`src/lfr_pkg.sv`:
```
// ----------------------------------------------------------------------------
// lfr_pkg: LED fade ramp timer shared definitions
// Widths, constants, the speed multiplier mapping and divider handshake types.
// ----------------------------------------------------------------------------
package lfr_pkg;

  localparam int LVL_W   = 8;
  localparam int TIME_W  = 32;
  localparam int SPEED_W = 8;
  localparam int BASE_W  = 20;
  localparam int DIVD_W  = 26;
  localparam int DIVS_W  = 8;
  localparam int CNT_W   = $clog2(DIVD_W);
  localparam int PADDR_W = 3;
  localparam int PDATA_W = 32;
  localparam int MULT_W  = 7;
  localparam int MAG_W   = 6;

  localparam logic [SPEED_W-1:0] FADE_SPEED_RST = 8'd128;
  localparam logic [DIVD_W-1:0]  BASE_NUM       = 26'd1000000;
  localparam logic [TIME_W-1:0]  INTERVAL_MAX   = '1;
  localparam logic [MAG_W-1:0]   STEP_SCALE     = 6'd10;

  // register index (paddr[PADDR_W-1:2])
  localparam logic [0:0] REG_FADE_SPEED = 1'b0;

  typedef struct packed {
    logic              start;
    logic [DIVD_W-1:0] dividend;
    logic [DIVS_W-1:0] divisor;
  } div_req_t;

  typedef struct packed {
    logic              busy;
    logic              done;
    logic [DIVD_W-1:0] quotient;
  } div_rsp_t;

  // fs * 100 / 255 - 50, divide by 255 done as shift plus one correction
  function automatic logic signed [MULT_W-1:0] speed_mult(input logic [SPEED_W-1:0] fs);
    logic [14:0]        x;
    logic [6:0]         q0;
    logic [8:0]         r;
    logic [6:0]         q;
    logic signed [7:0]  m;
    x  = 15'(fs) * 15'd100;
    q0 = x[14:8];
    r  = 9'(x[7:0]) + 9'(q0);
    q  = q0 + 7'(r >= 9'd255);
    m  = $signed({1'b0, q}) - 8'sd50;
    return signed'(m[MULT_W-1:0]);
  endfunction

endpackage

```
`src/lfr_if.sv`:
```
// ----------------------------------------------------------------------------
// lfr_if: poll and level channels
// Valid/ready channels carrying one poll beat and one level beat.
// ----------------------------------------------------------------------------
interface lfr_in_if;
  logic                       valid;
  logic                       ready;
  logic [lfr_pkg::TIME_W-1:0] now_us;
  logic                       light_on;
  logic [lfr_pkg::LVL_W-1:0]  target_level;
  logic                       settings_changed;

  modport source(output valid, now_us, light_on, target_level, settings_changed,
                 input ready);
  modport sink(input valid, now_us, light_on, target_level, settings_changed,
               output ready);
endinterface

interface lfr_out_if;
  logic                      valid;
  logic                      ready;
  logic [lfr_pkg::LVL_W-1:0] pwm_level;
  logic                      level_updated;

  modport source(output valid, pwm_level, level_updated, input ready);
  modport sink(input valid, pwm_level, level_updated, output ready);
endinterface

```
`src/lfr_div.sv`:
```
// ----------------------------------------------------------------------------
// lfr_div: shared restoring divider
// One quotient bit per cycle, DIVD_W quotient bits per division.
// ----------------------------------------------------------------------------
module lfr_div (
  input  logic              clk,
  input  logic              rst,
  input  lfr_pkg::div_req_t req,
  output lfr_pkg::div_rsp_t rsp
);

  logic                         busy;
  logic                         done;
  logic [lfr_pkg::CNT_W-1:0]    cnt;
  logic [lfr_pkg::DIVS_W-1:0]   rem;
  logic [lfr_pkg::DIVS_W-1:0]   dvs;
  logic [lfr_pkg::DIVD_W-1:0]   dvd;
  logic [lfr_pkg::DIVS_W:0]     trial;
  logic                         qbit;

  assign trial = {rem, dvd[lfr_pkg::DIVD_W-1]};
  assign qbit  = trial >= {1'b0, dvs};

  always_ff @(posedge clk) begin
    if (rst) begin
      busy <= 1'b0;
      done <= 1'b0;
    end else begin
      done <= !req.start && busy && (cnt == lfr_pkg::CNT_W'(lfr_pkg::DIVD_W - 1));
      if (req.start) begin
        busy <= 1'b1;
        cnt  <= '0;
        rem  <= '0;
        dvd  <= req.dividend;
        dvs  <= req.divisor;
      end else if (busy) begin
        rem <= qbit ? lfr_pkg::DIVS_W'(trial - {1'b0, dvs}) : trial[lfr_pkg::DIVS_W-1:0];
        dvd <= {dvd[lfr_pkg::DIVD_W-2:0], qbit};
        cnt <= cnt + 1'b1;
        if (cnt == lfr_pkg::CNT_W'(lfr_pkg::DIVD_W - 1)) begin
          busy <= 1'b0;
        end
      end
    end
  end

  assign rsp.busy     = busy;
  assign rsp.done     = done;
  assign rsp.quotient = dvd;

endmodule

```
`src/lfr_apb.sv`:
```
// ----------------------------------------------------------------------------
// lfr_apb: configuration register port
// APB-style access to the fade speed register.
// ----------------------------------------------------------------------------
module lfr_apb (
  input  logic                         clk,
  input  logic                         rst,
  input  logic                         psel,
  input  logic                         penable,
  input  logic                         pwrite,
  input  logic [lfr_pkg::PADDR_W-1:0]  paddr,
  input  logic [lfr_pkg::PDATA_W-1:0]  pwdata,
  output logic [lfr_pkg::PDATA_W-1:0]  prdata,
  output logic                         pready,
  output logic [lfr_pkg::SPEED_W-1:0]  fade_speed
);

  logic hit;

  assign pready = 1'b1;
  assign hit    = paddr[lfr_pkg::PADDR_W-1:2] == lfr_pkg::REG_FADE_SPEED;

  always_ff @(posedge clk) begin
    if (rst) begin
      fade_speed <= lfr_pkg::FADE_SPEED_RST;
    end else if (psel && penable && pwrite && pready && hit) begin
      fade_speed <= pwdata[lfr_pkg::SPEED_W-1:0];
    end
  end

  assign prdata = hit ? lfr_pkg::PDATA_W'(fade_speed) : '0;

endmodule

```
`src/led_fade_ramp_timer.sv`:
```
// ----------------------------------------------------------------------------
// led_fade_ramp_timer: LED brightness fade ramp
// Flow: a jump or a level already at its end goes straight to the result; a zero
//   target goes through the compare; else the divider runs before the compare.
// Interval: shared divider once, or twice when the speed multiplier is nonzero.
// Throughput: one poll at a time; a new poll is taken once the result is loaded.
// Reset (sync, active high): level 0, last update time 0, fade speed 128.
// ----------------------------------------------------------------------------
module led_fade_ramp_timer (
  input  logic                         clk,
  input  logic                         rst,
  lfr_in_if.sink                       in_ch,
  lfr_out_if.source                    out_ch,
  input  logic                         psel,
  input  logic                         penable,
  input  logic                         pwrite,
  input  logic [lfr_pkg::PADDR_W-1:0]  paddr,
  input  logic [lfr_pkg::PDATA_W-1:0]  pwdata,
  output logic [lfr_pkg::PDATA_W-1:0]  prdata,
  output logic                         pready
);

  localparam logic [2:0] S_IDLE   = 3'd0;
  localparam logic [2:0] S_DIV1   = 3'd1;
  localparam logic [2:0] S_DIV2N  = 3'd2;
  localparam logic [2:0] S_DIV2P  = 3'd3;
  localparam logic [2:0] S_CMP    = 3'd4;
  localparam logic [2:0] S_FINISH = 3'd5;

  logic [2:0]                          state;
  logic [lfr_pkg::SPEED_W-1:0]         fade_speed;
  logic [lfr_pkg::LVL_W-1:0]           level;
  logic [lfr_pkg::TIME_W-1:0]          last_us;
  logic [lfr_pkg::TIME_W-1:0]          now_r;
  logic [lfr_pkg::LVL_W-1:0]           end_lvl;
  logic [lfr_pkg::BASE_W-1:0]          base;
  logic [lfr_pkg::TIME_W-1:0]          interval;
  logic                                upd;
  logic                                out_valid;
  logic [lfr_pkg::LVL_W-1:0]           out_level;
  logic                                out_upd;

  logic                                in_acc;
  logic [lfr_pkg::LVL_W-1:0]           end_in;
  logic signed [lfr_pkg::MULT_W-1:0]   mult;
  logic [lfr_pkg::MAG_W-1:0]           mult_mag;
  logic [lfr_pkg::MAG_W-1:0]           mul_k;
  logic [lfr_pkg::DIVD_W-1:0]          prod;
  logic [lfr_pkg::TIME_W-1:0]          elapsed;
  logic                                out_free;

  lfr_pkg::div_req_t                   div_req;
  lfr_pkg::div_rsp_t                   div_rsp;

  lfr_apb u_apb (
    .clk        (clk),
    .rst        (rst),
    .psel       (psel),
    .penable    (penable),
    .pwrite     (pwrite),
    .paddr      (paddr),
    .pwdata     (pwdata),
    .prdata     (prdata),
    .pready     (pready),
    .fade_speed (fade_speed)
  );

  lfr_div u_div (
    .clk (clk),
    .rst (rst),
    .req (div_req),
    .rsp (div_rsp)
  );

  assign in_ch.ready = state == S_IDLE;
  assign in_acc      = in_ch.valid && in_ch.ready;
  assign end_in      = in_ch.light_on ? in_ch.target_level : '0;

  assign mult     = lfr_pkg::speed_mult(fade_speed);
  assign mult_mag = mult[lfr_pkg::MULT_W-1] ? lfr_pkg::MAG_W'(-mult) : lfr_pkg::MAG_W'(mult);
  assign mul_k    = mult[lfr_pkg::MULT_W-1] ? mult_mag : lfr_pkg::STEP_SCALE;
  assign prod     = lfr_pkg::DIVD_W'(div_rsp.quotient[lfr_pkg::BASE_W-1:0])
                  * lfr_pkg::DIVD_W'(mul_k);
  assign elapsed  = now_r - last_us;
  assign out_free = !out_valid || out_ch.ready;

  always_comb begin
    div_req = '0;
    case (state)
      S_IDLE: begin
        if (in_acc && !in_ch.settings_changed && level != end_in &&
            in_ch.target_level != '0) begin
          div_req.start    = 1'b1;
          div_req.dividend = lfr_pkg::BASE_NUM;
          div_req.divisor  = in_ch.target_level;
        end
      end
      S_DIV1: begin
        if (div_rsp.done && mult != '0) begin
          div_req.start    = 1'b1;
          div_req.dividend = prod;
          div_req.divisor  = mult[lfr_pkg::MULT_W-1] ?
                             lfr_pkg::DIVS_W'(lfr_pkg::STEP_SCALE) :
                             lfr_pkg::DIVS_W'(mult_mag) + lfr_pkg::DIVS_W'(lfr_pkg::STEP_SCALE);
        end
      end
      default: begin
        div_req = '0;
      end
    endcase
  end

  always_ff @(posedge clk) begin
    if (rst) begin
      state     <= S_IDLE;
      level     <= '0;
      last_us   <= '0;
      out_valid <= 1'b0;
    end else begin
      if (out_valid && out_ch.ready && state != S_FINISH) begin
        out_valid <= 1'b0;
      end
      case (state)
        S_IDLE: begin
          if (in_acc) begin
            now_r   <= in_ch.now_us;
            end_lvl <= end_in;
            upd     <= in_ch.settings_changed;
            if (in_ch.settings_changed) begin
              level   <= end_in;
              last_us <= in_ch.now_us;
              state   <= S_FINISH;
            end else if (level == end_in) begin
              state <= S_FINISH;
            end else if (in_ch.target_level == '0) begin
              interval <= lfr_pkg::INTERVAL_MAX;
              state    <= S_CMP;
            end else begin
              state <= S_DIV1;
            end
          end
        end
        S_DIV1: begin
          if (div_rsp.done) begin
            base <= div_rsp.quotient[lfr_pkg::BASE_W-1:0];
            if (mult == '0) begin
              interval <= lfr_pkg::TIME_W'(div_rsp.quotient[lfr_pkg::BASE_W-1:0]);
              state    <= S_CMP;
            end else if (mult[lfr_pkg::MULT_W-1]) begin
              state <= S_DIV2N;
            end else begin
              state <= S_DIV2P;
            end
          end
        end
        S_DIV2N: begin
          if (div_rsp.done) begin
            interval <= lfr_pkg::TIME_W'(base) + lfr_pkg::TIME_W'(div_rsp.quotient);
            state    <= S_CMP;
          end
        end
        S_DIV2P: begin
          if (div_rsp.done) begin
            interval <= lfr_pkg::TIME_W'(div_rsp.quotient);
            state    <= S_CMP;
          end
        end
        S_CMP: begin
          if (elapsed >= interval) begin
            level   <= (end_lvl > level) ? level + 1'b1 : level - 1'b1;
            last_us <= now_r;
            upd     <= 1'b1;
          end
          state <= S_FINISH;
        end
        S_FINISH: begin
          if (out_free) begin
            out_valid <= 1'b1;
            out_level <= level;
            out_upd   <= upd;
            state     <= S_IDLE;
          end
        end
        default: begin
          state <= S_IDLE;
        end
      endcase
    end
  end

  assign out_ch.valid         = out_valid;
  assign out_ch.pwm_level     = out_level;
  assign out_ch.level_updated = out_upd;

  a_accept_leaves_idle: assert property (@(posedge clk) disable iff (rst)
    in_acc |=> state != S_IDLE)
    else $error("poll accepted but sequencer stayed idle");

  a_single_step: assert property (@(posedge clk) disable iff (rst)
    state == S_CMP |=> level == $past(level) || level == $past(level) + 8'd1 ||
                       level == $past(level) - 8'd1)
    else $error("level moved by more than one step");

  a_div_not_busy: assert property (@(posedge clk) disable iff (rst)
    div_req.start |-> !div_rsp.busy)
    else $error("divider started while busy");

  a_result_loaded: assert property (@(posedge clk) disable iff (rst)
    (state == S_FINISH && !out_valid) |=> out_valid && out_ch.pwm_level == $past(level))
    else $error("result beat not loaded with current level");

endmodule
```
`src/flat_wrapper.sv`:
```
// flat-port wrapper written by rule: the top's interface ports become plain ports
module led_fade_ramp_timer_flat 
  (clk, rst, psel, penable, pwrite, paddr, pwdata, prdata, pready, in_ch_valid, in_ch_now_us, in_ch_light_on, in_ch_target_level, in_ch_settings_changed, in_ch_ready, out_ch_valid, out_ch_pwm_level, out_ch_level_updated, out_ch_ready);
  lfr_in_if in_ch_i ();
  lfr_out_if out_ch_i ();
  input  logic clk;
  input  logic rst;
  input  logic psel;
  input  logic penable;
  input  logic pwrite;
  input  logic [lfr_pkg::PADDR_W-1:0] paddr;
  input  logic [lfr_pkg::PDATA_W-1:0] pwdata;
  output logic [lfr_pkg::PDATA_W-1:0] prdata;
  output logic pready;
  input wire logic [$bits(in_ch_i.valid)-1:0] in_ch_valid;
  input wire logic [$bits(in_ch_i.now_us)-1:0] in_ch_now_us;
  input wire logic [$bits(in_ch_i.light_on)-1:0] in_ch_light_on;
  input wire logic [$bits(in_ch_i.target_level)-1:0] in_ch_target_level;
  input wire logic [$bits(in_ch_i.settings_changed)-1:0] in_ch_settings_changed;
  output wire logic [$bits(in_ch_i.ready)-1:0] in_ch_ready;
  output wire logic [$bits(out_ch_i.valid)-1:0] out_ch_valid;
  output wire logic [$bits(out_ch_i.pwm_level)-1:0] out_ch_pwm_level;
  output wire logic [$bits(out_ch_i.level_updated)-1:0] out_ch_level_updated;
  input wire logic [$bits(out_ch_i.ready)-1:0] out_ch_ready;
  assign in_ch_i.valid = in_ch_valid;
  assign in_ch_i.now_us = in_ch_now_us;
  assign in_ch_i.light_on = in_ch_light_on;
  assign in_ch_i.target_level = in_ch_target_level;
  assign in_ch_i.settings_changed = in_ch_settings_changed;
  assign in_ch_ready = in_ch_i.ready;
  assign out_ch_valid = out_ch_i.valid;
  assign out_ch_pwm_level = out_ch_i.pwm_level;
  assign out_ch_level_updated = out_ch_i.level_updated;
  assign out_ch_i.ready = out_ch_ready;
  led_fade_ramp_timer u_core (.clk(clk), .rst(rst), .in_ch(in_ch_i), .out_ch(out_ch_i), .psel(psel), .penable(penable), .pwrite(pwrite), .paddr(paddr), .pwdata(pwdata), .prdata(prdata), .pready(pready));
endmodule
```
`config.mk`:
```
export PLATFORM = sky130hd
export DESIGN_NAME = led_fade_ramp_timer_flat
export DESIGN_NICKNAME = d
export VERILOG_FILES = /design/src/lfr_pkg.sv /design/src/lfr_if.sv /design/src/lfr_div.sv /design/src/lfr_apb.sv /design/src/led_fade_ramp_timer.sv /design/src/flat_wrapper.sv
export SDC_FILE = /design/constraint.sdc
export NUM_CORES = 1
export LEC_CHECK = 0
export BUFFER_PORTS_ARGS = -buffer_cell sky130_fd_sc_hd__buf_2
export CAP_MARGIN = 20
export CORE_MARGIN = 3
export CORE_UTILIZATION = 45
export CTS_CLUSTER_DIAMETER = 150
export DETAILED_ROUTE_END_ITERATION = 7
export PLACE_DENSITY = 0.64
export SLEW_MARGIN = 10
export SYNTH_ARGS = -nofsm -noshare
export SYNTH_HDL_FRONTEND = slang
export SYNTH_SLANG_ARGS = --single-unit
```
`constraint.sdc`:
```
create_clock -name clk -period 10.75 [get_ports clk]
set_input_delay 1.075 -clock clk [delete_from_list [all_inputs] [get_ports clk]]
set_output_delay 1.075 -clock clk [all_outputs]
set_load 0.02 [all_outputs]
```
# Yosys cells after proc, flatten, opt, wreduce, memory -nomap -nowiden
# Cells that the tools add are included.
[op_classes]
n_addsub = 11
n_mul = 2
order_cmp = 4
eq_ne = 21
mux = 50
bitwise_logic = 2
reduce_logical = 34
[op_table]
columns = ["cell", "count"]
rows = [
  ["two-way mux 32 bit", 11],
  ["one-hot mux 32 bit (4 select lines)", 1],
  ["two-way mux 35 bit", 2],
  ["one-hot mux 35 bit (2 select lines)", 1],
  ["two-way mux 8 bit", 8],
  ["one-hot mux 32 bit (2 select lines)", 1],
  ["two-way mux 26 bit", 2],
  ["greater-or-equal comparator 32 bit", 1],
  ["subtractor 32 bit", 1],
  ["adder 20 x 26 -> 27 bit", 1],
  ["multiplier 20 x 6 -> 26 bit", 1],
  ["two-way mux 3 bit", 8],
  ["inequality test 2 bit (second input constant)", 8],
  ["one-hot mux 8 bit (2 select lines)", 1],
  ["one-hot mux 3 bit (5 select lines)", 1],
  ["multiplier 8 x 5 -> 13 bit (second input constant)", 1],
  ["logical AND 1 bit", 12],
  ["two-way mux 6 bit", 2],
  ["AND reduction 4 bit", 3],
  ["AND reduction 10 bit", 1],
  ["adder 8 x 7 -> 9 bit", 1],
  ["greater-or-equal comparator 9 x 8 -> 1 bit", 1],
  ["greater-or-equal comparator 9 x 8 -> 1 bit (second input constant)", 1],
  ["two-way mux 1 bit", 9],
  ["33 further kinds", 45],
]
[word_totals]
reg_bits = 203
inputBits = 84
output_inout_bits = 44
word_cells = 142

# Logic depth before layout (Yosys ltp)
# Gate-level depths: netlist of the first run.
[depth]
ltp_word = 14
depth_mapped = 46
ltp_nobuf = 43

# Hierarchy
# Synthesis of the first run repeated with hierarchy kept, for this count alone.
[hier_totals]
hier_cells = 1911
hier_area_um2 = 17655.7
[modules_own_cells]
columns = ["module", "n_inst", "cells_each", "area_each_um2", "seq_area_each_um2"]
rows = [
  ["led_fade_ramp_timer", 1, 1660, 14521.4, 3823.7],
  ["lfr_div", 1, 181, 2508.7, 1451.4],
  ["lfr_apb", 1, 70, 625.6, 160.2],
]

# Worst setup path before layout of the first run
# No wires, ideal clock.
[synth_timing]
kind = "flip-flop to flip-flop"
from = "register u_core.u_apb.fade_speed[1] (netlist name)"
to = "register u_core.interval[0] (netlist name), enable pin"
setup_time_ns = 0.565
arrival_time_ns = 9.586
required_ns = 10.185
path_slack_ns = 0.599
path_stages_with_launch = 27
path_buffers = 1
synth_period_minus_slack_ns = 10.151
cell_sequence = "dfxtp_1 -> ha_1 -> ha_1 -> ha_1 -> inv_1 -> fa_1 -> nor2b_4 -> o2111ai_1 -> nand3_1 -> o211ai_1 -> xnor2_2 -> ha_1 -> xor2_1 -> nand3_1 -> or4_1 -> o21ai_0 -> ha_1 -> inv_1 -> ha_1 -> inv_1 -> or3_1 -> buf_2 -> nand3_2 -> xnor2_4 -> nand3_1 -> and2_1 -> a2111oi_0"
[synth_between]
elab_chain_cells = 8
[synth_rtl]
columns = ["item", "line", "source"]
rows = [
  ["from (decl)", "lfr_apb.sv:15", "output logic [lfr_pkg::SPEED_W-1:0] fade_speed"],
  ["from (signal assigned)", "lfr_apb.sv:25", "fade_speed <= lfr_pkg::FADE_SPEED_RST;"],
  ["from (signal assigned)", "lfr_apb.sv:27", "fade_speed <= pwdata[lfr_pkg::SPEED_W-1:0];"],
  ["multiplier 8 x 5 -> 13 bit *", "lfr_pkg.sv:46", "x = 15'(fs) * 15'd100;"],
  ["adder 8 x 7 -> 9 bit", "lfr_pkg.sv:48", "r = 9'(x[7:0]) + 9'(q0);"],
  ["greater-or-equal comparator 9 x 8 -> 1 bit", "lfr_pkg.sv:49", "q = q0 + 7'(r >= 9'd255);"],
  ["adder 7 x 1 -> 7 bit *", "lfr_pkg.sv:49", ""],
  ["subtractor 7 x 6 -> 7 bit *", "lfr_pkg.sv:50", "m = $signed({1'b0, q}) - 8'sd50;"],
  ["logical NOT 7 bit *", "led_fade_ramp_timer.sv:146", "if (mult == '0) begin"],
  ["inequality test 2 x 1 -> 1 bit (no source line) *", "--", ""],
  ["AND reduction 10 bit (no source line) *", "--", ""],
  ["to (signal assigned)", "led_fade_ramp_timer.sv:147", "interval <= lfr_pkg::TIME_W'(div_rsp.quotient[lfr_pkg::BASE_W-1:0]);"],
  ["to (signal assigned)", "led_fade_ramp_timer.sv:158", "interval <= lfr_pkg::TIME_W'(base) + lfr_pkg::TIME_W'(div_rsp.quotient);"],
  ["to (signal assigned)", "led_fade_ramp_timer.sv:164", "interval <= lfr_pkg::TIME_W'(div_rsp.quotient);"],
  ["to (decl)", "led_fade_ramp_timer.sv:37", "logic [lfr_pkg::TIME_W-1:0] interval;"],
]
# Every way passes the cells marked *; elsewhere a longest branch is shown, timed or not.
# A chain may end at the register's enable or synchronous reset.

# Worst setup path in the final report of the first run
[layout_timing]
from = "register u_core.u_apb.fade_speed[3] (netlist name)"
to = "register u_core.u_div.dvd[24] (netlist name), data pin"
[layout_between]
elab_chain_cells = 12
word_cells_on_any_way = 14
cone_classes = "add/sub: 4; mul: 2; order compare: 1; mux: 5; reduce/logical: 2"
[layout_rtl]
columns = ["item", "line", "source"]
rows = [
  ["multiplier 8 x 5 -> 13 bit *", "lfr_pkg.sv:46", ""],
  ["adder 8 x 7 -> 9 bit", "lfr_pkg.sv:48", ""],
  ["greater-or-equal comparator 9 x 8 -> 1 bit", "lfr_pkg.sv:49", ""],
  ["adder 7 x 1 -> 7 bit *", "lfr_pkg.sv:49", ""],
  ["subtractor 7 x 6 -> 7 bit *", "lfr_pkg.sv:50", ""],
  ["negation 6 bit", "led_fade_ramp_timer.sv:80", "assign mult_mag = mult[lfr_pkg::MULT_W-1] ? lfr_pkg::MAG_W'(-mult) : lfr_pkg::MAG_W'(mult);"],
  ["two-way mux 6 bit", "led_fade_ramp_timer.sv:80", ""],
  ["two-way mux 6 bit", "led_fade_ramp_timer.sv:81", "assign mul_k = mult[lfr_pkg::MULT_W-1] ? mult_mag : lfr_pkg::STEP_SCALE;"],
  ["multiplier 20 x 6 -> 26 bit", "led_fade_ramp_timer.sv:83", "* lfr_pkg::DIVD_W'(mul_k);"],
  ["two-way mux 35 bit *", "led_fade_ramp_timer.sv:99", "if (div_rsp.done && mult != '0) begin"],
  ["one-hot mux 35 bit (2 select lines) *", "led_fade_ramp_timer.sv:89", "case (state)"],
  ["two-way mux 26 bit *", "lfr_div.sv:30", "if (req.start) begin"],
  ["to (signal assigned)", "lfr_div.sv:34", "dvd <= req.dividend;"],
  ["to (signal assigned)", "lfr_div.sv:38", "dvd <= {dvd[lfr_pkg::DIVD_W-2:0], qbit};"],
  ["to (decl)", "lfr_div.sv:17", "logic [lfr_pkg::DIVD_W-1:0] dvd;"],
]
# Marks and branches as above.

==> metrics.yaml, run 1 <==
critPathSlowestCell: "fa_1"
power.total_w: 0.003670
min_period_over_period_pct: 95.29
grt_start_max_net_pins: 63
numClockSinks: 199
hold_viol_final: 0
min_from: "u_core.upd"
nets: 2288
drcViolationCount: 0
critical_path_depth: 42
diodes: 0
fmax_mhz: 97.62
ys_ff_latch: 199
synthSimpleGateAreaFrac_pct: 17.03
crit_arrival_ns: 10.45
finalInstanceArea_um2: 18780
die-height_um: 201.6
ys_seq_area_share_pct: 31.56
synth_area_leaders: "edfxtp_1 25%, ha_1 13%, fa_1 9.4%"
initial_utilization_pct: 45.73
final_layout_size_suffix_gt1_share_pct: 8.738
gp_congestion: 0.8632
synth_top_area_share_pct: 25.28
status: "completed"
period_needed_ns: 10.24
peakVddDrop_mv: 0.1174
dp_slack_ns: 0.2352
grt_pass1_wl_um: 64250
synthCells: 1884
io_pins: 128
ff2ff_path_depth: 42
synth_fa_ha_area_share_pct: 22.42
htree_levels: 4
first_pass_iters: 5
worstHoldPathType: "reg2reg"
synth_warnings: 0
port_buffers: 76
row_count: 71
grt_antenna_before_repair: 0
syn_area_um2: 17220
grt_usage_pct: 18.95
drt_iter0_drc: 688
critical_path.top_delay_family: "adder cells"
ant_nets: 0
critPathCaptureType: "flop"
drv_cap: 0
cpPeakStageDelay_ns: 0.55
rrSetupSlack_ns: 0.51
num_vias: 13310
finalHoldWorstSlack_ns: 0.4427
dieArea_um2: 40660
synth_xor_xnor_area_share_pct: 5.267
routed_wl_um: 38030
synth_compound_area_share_pct: 15.79
clk_pin_slew_ns: 0.08
viasPerCell: 5.395
synth_top_family_by_area: "adder cells"
dpl_cell_area_um2: 18160
cts_made_buffers: 17
cts_tree: "yes"
grt_overflow_total: 0
slew_headroom_pct: 26.16
leakage_nw: 7.915
crit_buf_inv: 7
die_w_um: 201.6
syn_to_final_growth_pct: 9.059
setup-violations-final: 0
crit_fanout: 11
slew_viol_final: 0
grt_pass1_vias: 12950
cts_hold_buf: 0
power.density_nw_per_um2: 195.4
clock_latency_ns: 0.45
synth_cell_types: 80
fin_skew_ns: 0.01542
muxShareOfSynthArea_pct: 0.9952
netlist.top_cell.by_area: "edfxtp_1"
r2r_end: "u_core.u_div.dvd[24]"
hold_depth: 0
async_reset_ff_share_pct: 0
worstMarginPinSlew_ns: 1.104
synth_ff_type: "edfxtp_1"
avgSynthCellArea_um2: 9.142
crit_path_start_kind: "flop"
synth_edf_count: 145
timing.final.ws_setup_ns: 0.5062
cts_root_buf: "clkbuf_16"
rr_startpoint: "u_core.u_apb.fade_speed[3]"
core-area_um2: 37670
crit_type: "reg2reg"
dp_hpwl_um: 28510
clock_tree.buffer_depth: 2
wire_per_inst_um: 15.41
min_to: "u_core.out_ch.level_updated"
worstPathRequired_ns: 10.96
[registers in the layout, indices dropped and copies added (netlist names), 5 cells and up]
name,count
u_core.end_lvl,8
u_core.base,20
u_core.u_div.dvd,26
u_core.u_apb.fade_speed,8
u_core.level,8
u_core.last_us,32
u_core.interval,28
u_core.u_div.rem,8
u_core.u_div.cnt,5
u_core.out_ch.pwm_level,8
u_core.now_r,32
u_core.u_div.dvs,8
[metrics by stage]
step | utilization [%] | setup TNS, ns | instances
global placement | 48.21 | 0 | 2435
finish | 49.87 | 0 | 2468
detailed placement | 48.21 | 0 | 2435
CTS | 49.76 | 0 | 2467
floorplan | - | 0 | 1907
global route | 49.87 | -0.02144 | 2468
[what timing repair did]
action / CTS / global route
setup buffers: 0 / 1
endpoints found under the hold margin: 0 / 0
resized for setup: 0 / 13
setup endpoints to repair: 0 / 7
[how the worst max path moves through the flow]
stage	to	slack [ns]	startpoint
2_1_floorplan	u_core.interval[0]	0.60	u_core.u_apb.fade_speed[1]
3_3_place_gp	u_core.u_div.dvd[24]	0.33	u_core.u_apb.fade_speed[3]
3_5_place_dp	u_core.u_div.dvd[24]	0.24	u_core.u_apb.fade_speed[3]
4_1_cts	u_core.u_div.dvd[24]	0.18	u_core.u_apb.fade_speed[3]
5_1_grt	u_core.u_div.dvd[24]	-0.02	u_core.u_apb.fade_speed[3]
6_report	u_core.u_div.dvd[24]	0.51	u_core.u_apb.fade_speed[3]
[final cells by class]
cell class / instances / area (µm²)
well taps: 511 / 639.4
multi-input cells: 1420 / 10770
fillers: 3514 / 18880
clock buffers: 21 / 471.7
repair buffers: 106 / 605.6
inverters: 200 / 750.7
flip-flops and latches: 199 / 5435
clock inverters: 11 / 112.6
[kinds of logic (layout without fill, tap and decap cells)]
| group | Yosys count | after routing |
|---|---|---|
| compound gates | 404 | 404 |
| xor+xnor | 99 | 99 |
| fa+ha+maj | 260 | 260 |
| buf+inv | 288 | 338 |
| flops | 199 | 199 |
| mux | 17 | 17 |
| other cells | 2 | 25 |
| simple gates | 615 | 615 |
[cell usage after synthesis (6+ instances only)]
cell / instances
nand2_1: 250
inv_1: 199
ha_1: 179
edfxtp_1: 145
nor2_1: 123
a21oi_1: 99
and2_1: 82
fa_1: 81
xnor2_1: 64
o21ai_0: 60
dfxtp_1: 54
clkbuf_1: 52
a21o_1: 45
a311oi_1: 37
xor2_1: 32
buf_4: 25
nand3_1: 25
nor2b_1: 25
nor3_1: 25
o22ai_1: 23
o21a_1: 17
mux2i_1: 16
nand2b_1: 15
a211oi_1: 13
nand4_1: 13
o21bai_1: 13
o211ai_1: 12
a31oi_1: 10
and3_1: 10
o21ai_1: 10
o31ai_1: 9
a22o_1: 8
or3_1: 8
nand3b_1: 7
or2_2: 6
[routing by layer]
layer  global-route usage [%]  wire length, µm  up-vias
met3                    2.524             1162       40
met2                    31.34            18040      206
met1                    26.42            18230     6440
met5                        0                0        -
met4                    4.809              597        0
li1                         -                -     6628
[cells in the final DEF, fill, tap and decap left out, types with 15 or more instances in the layout]
cell type | netlist | final
nand2_1 | 250 | 250
buf_2 | 5 | 76
a21oi_1 | 99 | 98
dfxtp_1 | 54 | 54
a311oi_1 | 37 | 37
conb_1 | 2 | 25
and2_1 | 82 | 82
nor2b_1 | 25 | 25
nor3_1 | 25 | 25
mux2i_1 | 16 | 16
buf_4 | 25 | 30
nor2_1 | 123 | 120
edfxtp_1 | 145 | 145
a21o_1 | 45 | 44
xnor2_1 | 64 | 64
fa_1 | 81 | 81
nand2b_1 | 15 | 15
o21a_1 | 17 | 17
nand3_1 | 25 | 25
ha_1 | 179 | 178
clkbuf_16 | 0 | 18
o21ai_0 | 60 | 57
inv_1 | 199 | 199
o22ai_1 | 23 | 23
xor2_1 | 32 | 32
[power by group]
| group | leakage [nW] | switching [W] | internal (W) |
|---|---|---|---|
| Sequential | 1.76 | 0.0000892 | 0.000952 |
| Combinational | 5.88 | 0.00114 | 0.000841 |
| Clock | 0.280 | 0.000304 | 0.000343 |
| Total | 7.91 | 0.00153 | 0.00214 |
(Power assumes the default switching activity.)
==> run 2, diff against run 1 <==
--- a/config.mk
+++ b/config.mk
@@ -7,11 +7,12 @@
 export LEC_CHECK = 0
 export BUFFER_PORTS_ARGS = -buffer_cell sky130_fd_sc_hd__buf_2
 export CAP_MARGIN = 20
+export CORE_ASPECT_RATIO = 0.75
 export CORE_MARGIN = 3
 export CORE_UTILIZATION = 45
 export CTS_CLUSTER_DIAMETER = 150
 export DETAILED_ROUTE_END_ITERATION = 7
-export PLACE_DENSITY = 0.64
+export PLACE_DENSITY = 0.62
 export SLEW_MARGIN = 10
 export SYNTH_ARGS = -nofsm -noshare
 export SYNTH_HDL_FRONTEND = slang
==> constraint.sdc (replaced) <==
create_clock -name clk -period 12 [get_ports clk]
set_input_delay 1.2 -clock clk [delete_from_list [all_inputs] [get_ports clk]]
set_output_delay 1.2 -clock clk [all_outputs]
set_load 0.02 [all_outputs]
==> run 2 against run 1 <==
Total power down 11%. Via count down 0.35%. Non-clock buffer count down 11. Largest power group unchanged. Cell count down 0.73%. Design area down 0.64%. Clock power down 8.3%. Critical path type unchanged. Global-route usage up 0.78 points. Hold slack worse by 0.022 ns. Clock-buffer cell count down 3. Clock skew down 0.0047 ns.
==> metrics.yaml, run 2 (synthesized netlist as in run 1, its figures left out) <==
status: "completed"
r2r_end: "u_core.u_div.dvd[25]"
grt_overflow_total: 0
grt_pass1_wl_um: 65900
critPathMostFrequentCell: "ha_1"
fmax_mhz: 90.40
internal-power_w: 0.001884
drt_iter0_drc: 908
rrSetupSlack_ns: 0.94
io_pins: 128
grt_usage_pct: 19.72
drv_cap: 0
rsz0062_at_grt: "false"
min_period_over_period_pct: 92.18
row_count: 61
worstHoldPathType: "reg2reg"
peakVddDrop_mv: 0.1141
n_fill_cell: 3526
critical_path_depth: 38
layout.cells.non_filler: 2450
fin_skew_ns: 0.01073
routed_wl_um: 39170
cpPeakStageDelay_ns: 0.81
die_w_um: 231.9
worstPathRequired_ns: 12.21
initial_utilization_pct: 46.06
power.density_nw_per_um2: 175.1
comb_power_share_pct: 53.3
period_needed_ns: 11.06
cts_hold_buf: 0
regArea_um2: 5435
ff2ff_path_depth: 38
numClockSinks: 199
crit_buf_inv: 3
die-height_um: 175.4
power.switching_w: 0.001384
final_layout_size_suffix_gt1_share_pct: 7.862
crit_path_start_kind: "flop"
gp_congestion: 0.8486
slew_viol_final: 0
postLayoutCoreUtil_pct: 49.91
top_regs: "u_core.last_us x32, u_core.now_r x32, u_core.interval x28"
post_cts_resize_count: 0
clk_pin_slew_ns: 0.08
critical_path.top_delay_family: "adder cells"
grt_antenna_before_repair: 0
crit_fanout: 9
multiInputGateArea_um2: 10730
first_pass_iters: 5
critPathCaptureType: "flop"
crit_path_end: "u_core.u_div.dvd[25]"
rr_startpoint: "u_core.u_apb.fade_speed[3]"
place_inst: 2415
sw_frac_of_total_pct: 42.35
htree_levels: 4
nets: 2277
clkPwrFrac_pct: 18.1
diodes: 0
port_buffers: 76
cts_setup_buffers: 0
wire_per_inst_um: 15.99
seq_power_share_pct: 28.5
num_vias: 13270
setup-violations-final: 0
tns_ns: 0
cts_made_buffers: 17
grt_start_max_net_pins: 79
leakage_nw: 7.859
ant_nets: 0
worstSetupStartpoint: "u_core.u_apb.fade_speed[3]"
dieArea_um2: 40680
critPathSlowestCell: "nor2b_1"
slew_headroom_pct: 35.75
worstMarginPinSlew_ns: 0.9618
grt_pass1_vias: 13040
layout_common_cells: "250 x nand2_1, 199 x inv_1, 179 x ha_1, 145 x edfxtp_1, 120 x nor2_1"
hold_viol_final: 0
viasPerCell: 5.415
crit_type: "reg2reg"
clock_tree.buffer_depth: 2
drcViolationCount: 0
cts_tree: "yes"
dp_hpwl_um: 29240
core-area_um2: 37400
crit_arrival_ns: 11.27
clock_latency_ns: 0.45
final_common_cell: "nand2_1"
syn_to_final_growth_pct: 8.361
cts_root_buf: "clkbuf_16"
-- run 2: cell count changes in the layout (fill, tap and decap cells not counted), moves of 3 or more --
cell	delta
buf_4	-14
inv_8	+4
o21ai_0	+3
clkinv_4	-4
-- run 2: stage by stage --
step / setup WS [ns] / hold WS, ns / area (µm²) / total power (W)
floorplan: 1.849 / 0.4003 / 17310 / 0.002288
global placement: 0.9712 / 0.4047 / 18050 / 0.002637
detailed placement: 0.8373 / 0.4045 / 18050 / 0.002684
CTS: 0.7672 / 0.4229 / 18630 / 0.003289
global route: 0.06429 / 0.4453 / 18660 / 0.003580
finish: 0.9382 / 0.4211 / 18660 / 0.003268
-- run 2: power by group through the flow --
| stage | sequential [W] | combinational, W | clock (W) |
|---|---|---|---|
| after detailed placement | 0.000947 | 0.00174 | 0 |
| after CTS | 0.000932 | 0.00175 | 0.000607 |
| after floorplan | 0.000918 | 0.00137 | 0 |
| final | 0.000932 | 0.00174 | 0.000593 |
| after global routing | 0.000945 | 0.00200 | 0.000635 |
| after global placement | 0.000944 | 0.00169 | 0 |
-- run 2: final cells by class --
type / count / area share (%)
Clock buffer: 18 / 2.299
Clock inverter: 14 / 0.8380
Inverter: 200 / 4.022
Multi-Input combinational cell: 1420 / 57.51
Sequential cell: 199 / 29.12
Tap cell: 504 / 3.379
Timing Repair Buffer: 95 / 2.829
-- run 2: routing by layer --
layer / GRT usage (%) / up-vias / routed length, µm
met5: 0 / - / 0
met4: 3.070 / 0 / 257
met3: 3.307 / 18 / 1631
met2: 31.27 / 228 / 17520
met1: 28.89 / 6408 / 19760
li1: - / 6613 / -
-- run 2: worst min path at each step --
stage	slack (ns)	cells after the start	end	startpoint
floorplan	0.40	0	u_core.out_ch.level_updated	u_core.upd
finish	0.42	0	u_core.out_ch.level_updated	u_core.upd
global route	0.45	0	u_core.out_ch.level_updated	u_core.upd
global placement	0.40	0	u_core.out_ch.level_updated	u_core.upd
detailed placement	0.40	0	u_core.out_ch.level_updated	u_core.upd
CTS	0.42	0	u_core.out_ch.level_updated	u_core.upd
==> run 3, diff against run 2 <==
--- a/config.mk
+++ b/config.mk
@@ -7,13 +7,14 @@
 export LEC_CHECK = 0
 export BUFFER_PORTS_ARGS = -buffer_cell sky130_fd_sc_hd__buf_2
 export CAP_MARGIN = 20
-export CORE_ASPECT_RATIO = 0.75
+export CORE_ASPECT_RATIO = 1.1
 export CORE_MARGIN = 3
 export CORE_UTILIZATION = 45
 export CTS_CLUSTER_DIAMETER = 150
 export DETAILED_ROUTE_END_ITERATION = 7
-export PLACE_DENSITY = 0.62
+export PLACE_DENSITY = 0.6
 export SLEW_MARGIN = 10
 export SYNTH_ARGS = -nofsm -noshare
 export SYNTH_HDL_FRONTEND = slang
 export SYNTH_SLANG_ARGS = --single-unit
+export TNS_END_PERCENT = 50
==> run 3 against run 2 <==
Sequential share of layout area is 0.12 points higher. Highest routed layer unchanged. Setup slack better by 0.041 ns. Largest cell class unchanged. Utilization fell by 0.33 points. Cell count is 0.45% lower. Register-to-register slack better by 0.04 ns.
==> metrics.yaml, run 3 (synthesized netlist as in run 1, its figures left out) <==
clock_tree.buffer_depth: 2
clock_latency_ns: 0.46
routed_wl_um: 38350
cpPeakStageDelay_ns: 0.56
setup-violations-final: 0
drt_iter0_drc: 616
layout_common_cells: "250 x nand2_1, 199 x inv_1, 179 x ha_1, 145 x edfxtp_1, 120 x nor2_1"
rrSetupSlack_ns: 0.98
grt_pass1_wl_um: 64730
tns_ns: 0
die_w_um: 192.5
peakVddDrop_mv: 0.09287
grt_start_max_net_pins: 73
power.total_w: 0.003217
status: "completed"
hold_viol_final: 0
nets: 2274
gp_congestion: 0.8362
fin_skew_ns: 0.01302
slew_headroom_pct: 31.99
worstPathRequired_ns: 12.21
grt_overflow_total: 0
first_pass_iters: 5
critPathSlowestCell: "fa_1"
dpl_cell_area_um2: 18030
crit_type: "reg2reg"
dp_hpwl_um: 28630
crit_arrival_ns: 11.24
syn_to_final_growth_pct: 7.932
hold_depth: 2
grt_usage_pct: 19.46
cts_root_buf: "clkbuf_16"
grt_antenna_before_repair: 2
finalHoldWorstSlack_ns: 0.4532
layout.cells.non_filler: 2439
viasPerCell: 5.384
n_fill_cell: 3495
core-area_um2: 37500
die-height_um: 211.2
crit_fanout: 20
min_period_over_period_pct: 91.84
row_count: 74
port_buffers: 76
power.density_nw_per_um2: 173.0
post_cts_resize_count: 0
top_regs: "u_core.last_us x32, u_core.now_r x32, u_core.interval x28"
crit_path_start_kind: "flop"
place_inst: 2404
dieArea_um2: 40660
slew_viol_final: 0
clk_pin_slew_ns: 0.07
num_vias: 13130
finalInstanceArea_um2: 18590
numClockSinks: 199
cts_made_buffers: 17
worstMarginPinSlew_ns: 1.019
drv_cap: 0
htree_levels: 4
leakage_nw: 7.807
final_layout_size_suffix_gt1_share_pct: 7.514
ant_nets: 0
drcViolationCount: 0
worstHoldPathType: "reg2reg"
critPathMostFrequentCell: "ha_1"
cts_hold_buf: 0
final_common_cell: "nand2_1"
ff2ff_path_depth: 41
wire_per_inst_um: 15.72
rsz0062_at_grt: "false"
io_pins: 128
critPathCaptureType: "flop"
fmax_mhz: 90.74
grt_pass1_vias: 13090
period_needed_ns: 11.02
cts_setup_buffers: 0
initial_utilization_pct: 45.93
cts_tree: "yes"
==> run 3: cell types whose count changed in the layout (fill, tap and decap cells not counted), sizes merged <==
cell,delta
buf,-3
clkbuf,+4
clkinvlp,+3
diode,+2
inv,-7
==> run 3: area by class of cell <==
class	count	area (µm²)	area share (%)
multi-input combinational	1420	10730	57.74
sequential	199	5435	29.24
inverter	200	750.7	4.038
tap	494	618.1	3.325
timing repair buffer	92	504.2	2.712
clock buffer	22	444.2	2.389
clock inverter	10	98.84	0.5317
antenna	2	5.005	0.02692
==> run 3: through the flow <==
stage	setup WS [ns]	util (%)
final	0.9794	49.58
after global routing	0.1253	49.58
after CTS	0.9807	49.53
after detailed placement	1.020	48.08
after global placement	1.105	48.08
after floorplan	1.849	-
==> run 3: path summary, 6_finish.rpt <==
| path | start | endpoint |
|---|---|---|
| worst min register to register | u_core.u_div.busy | u_core.u_div.busy |
| worst max-delay path | u_core.u_apb.fade_speed[4] | u_core.u_div.dvd[24] |
| worst max register to register | u_core.u_apb.fade_speed[4] | u_core.u_div.dvd[24] |
| worst min-delay path | u_core.u_div.busy | u_core.u_div.busy |
==> run 3: routing by layer <==
layer / global-route usage [%] / vias up / routed length [µm]
li1: - / 6592 / -
met1: 26.31 / 6276 / 18140
met2: 32.68 / 230 / 18350
met3: 2.573 / 33 / 1300
met4: 5.704 / 0 / 557
met5: 0 / - / 0
==> run 3: worst max-delay path, delay by kind of cell (launching register included) <==
family          cells  cell delay [ns]
flops               1             0.47
buf+inv             6             0.37
simple gates        8             2.28
fa+ha+maj          11             3.93
compound gates     13             3.23
xor+xnor            3             0.49
==> run 3: where the power goes <==
part / internal [W] / switching (W)
Combinational: 0.000731 / 0.00100
Clock: 0.000287 / 0.000266
Sequential: 0.000853 / 0.0000785
Total: 0.00187 / 0.00135
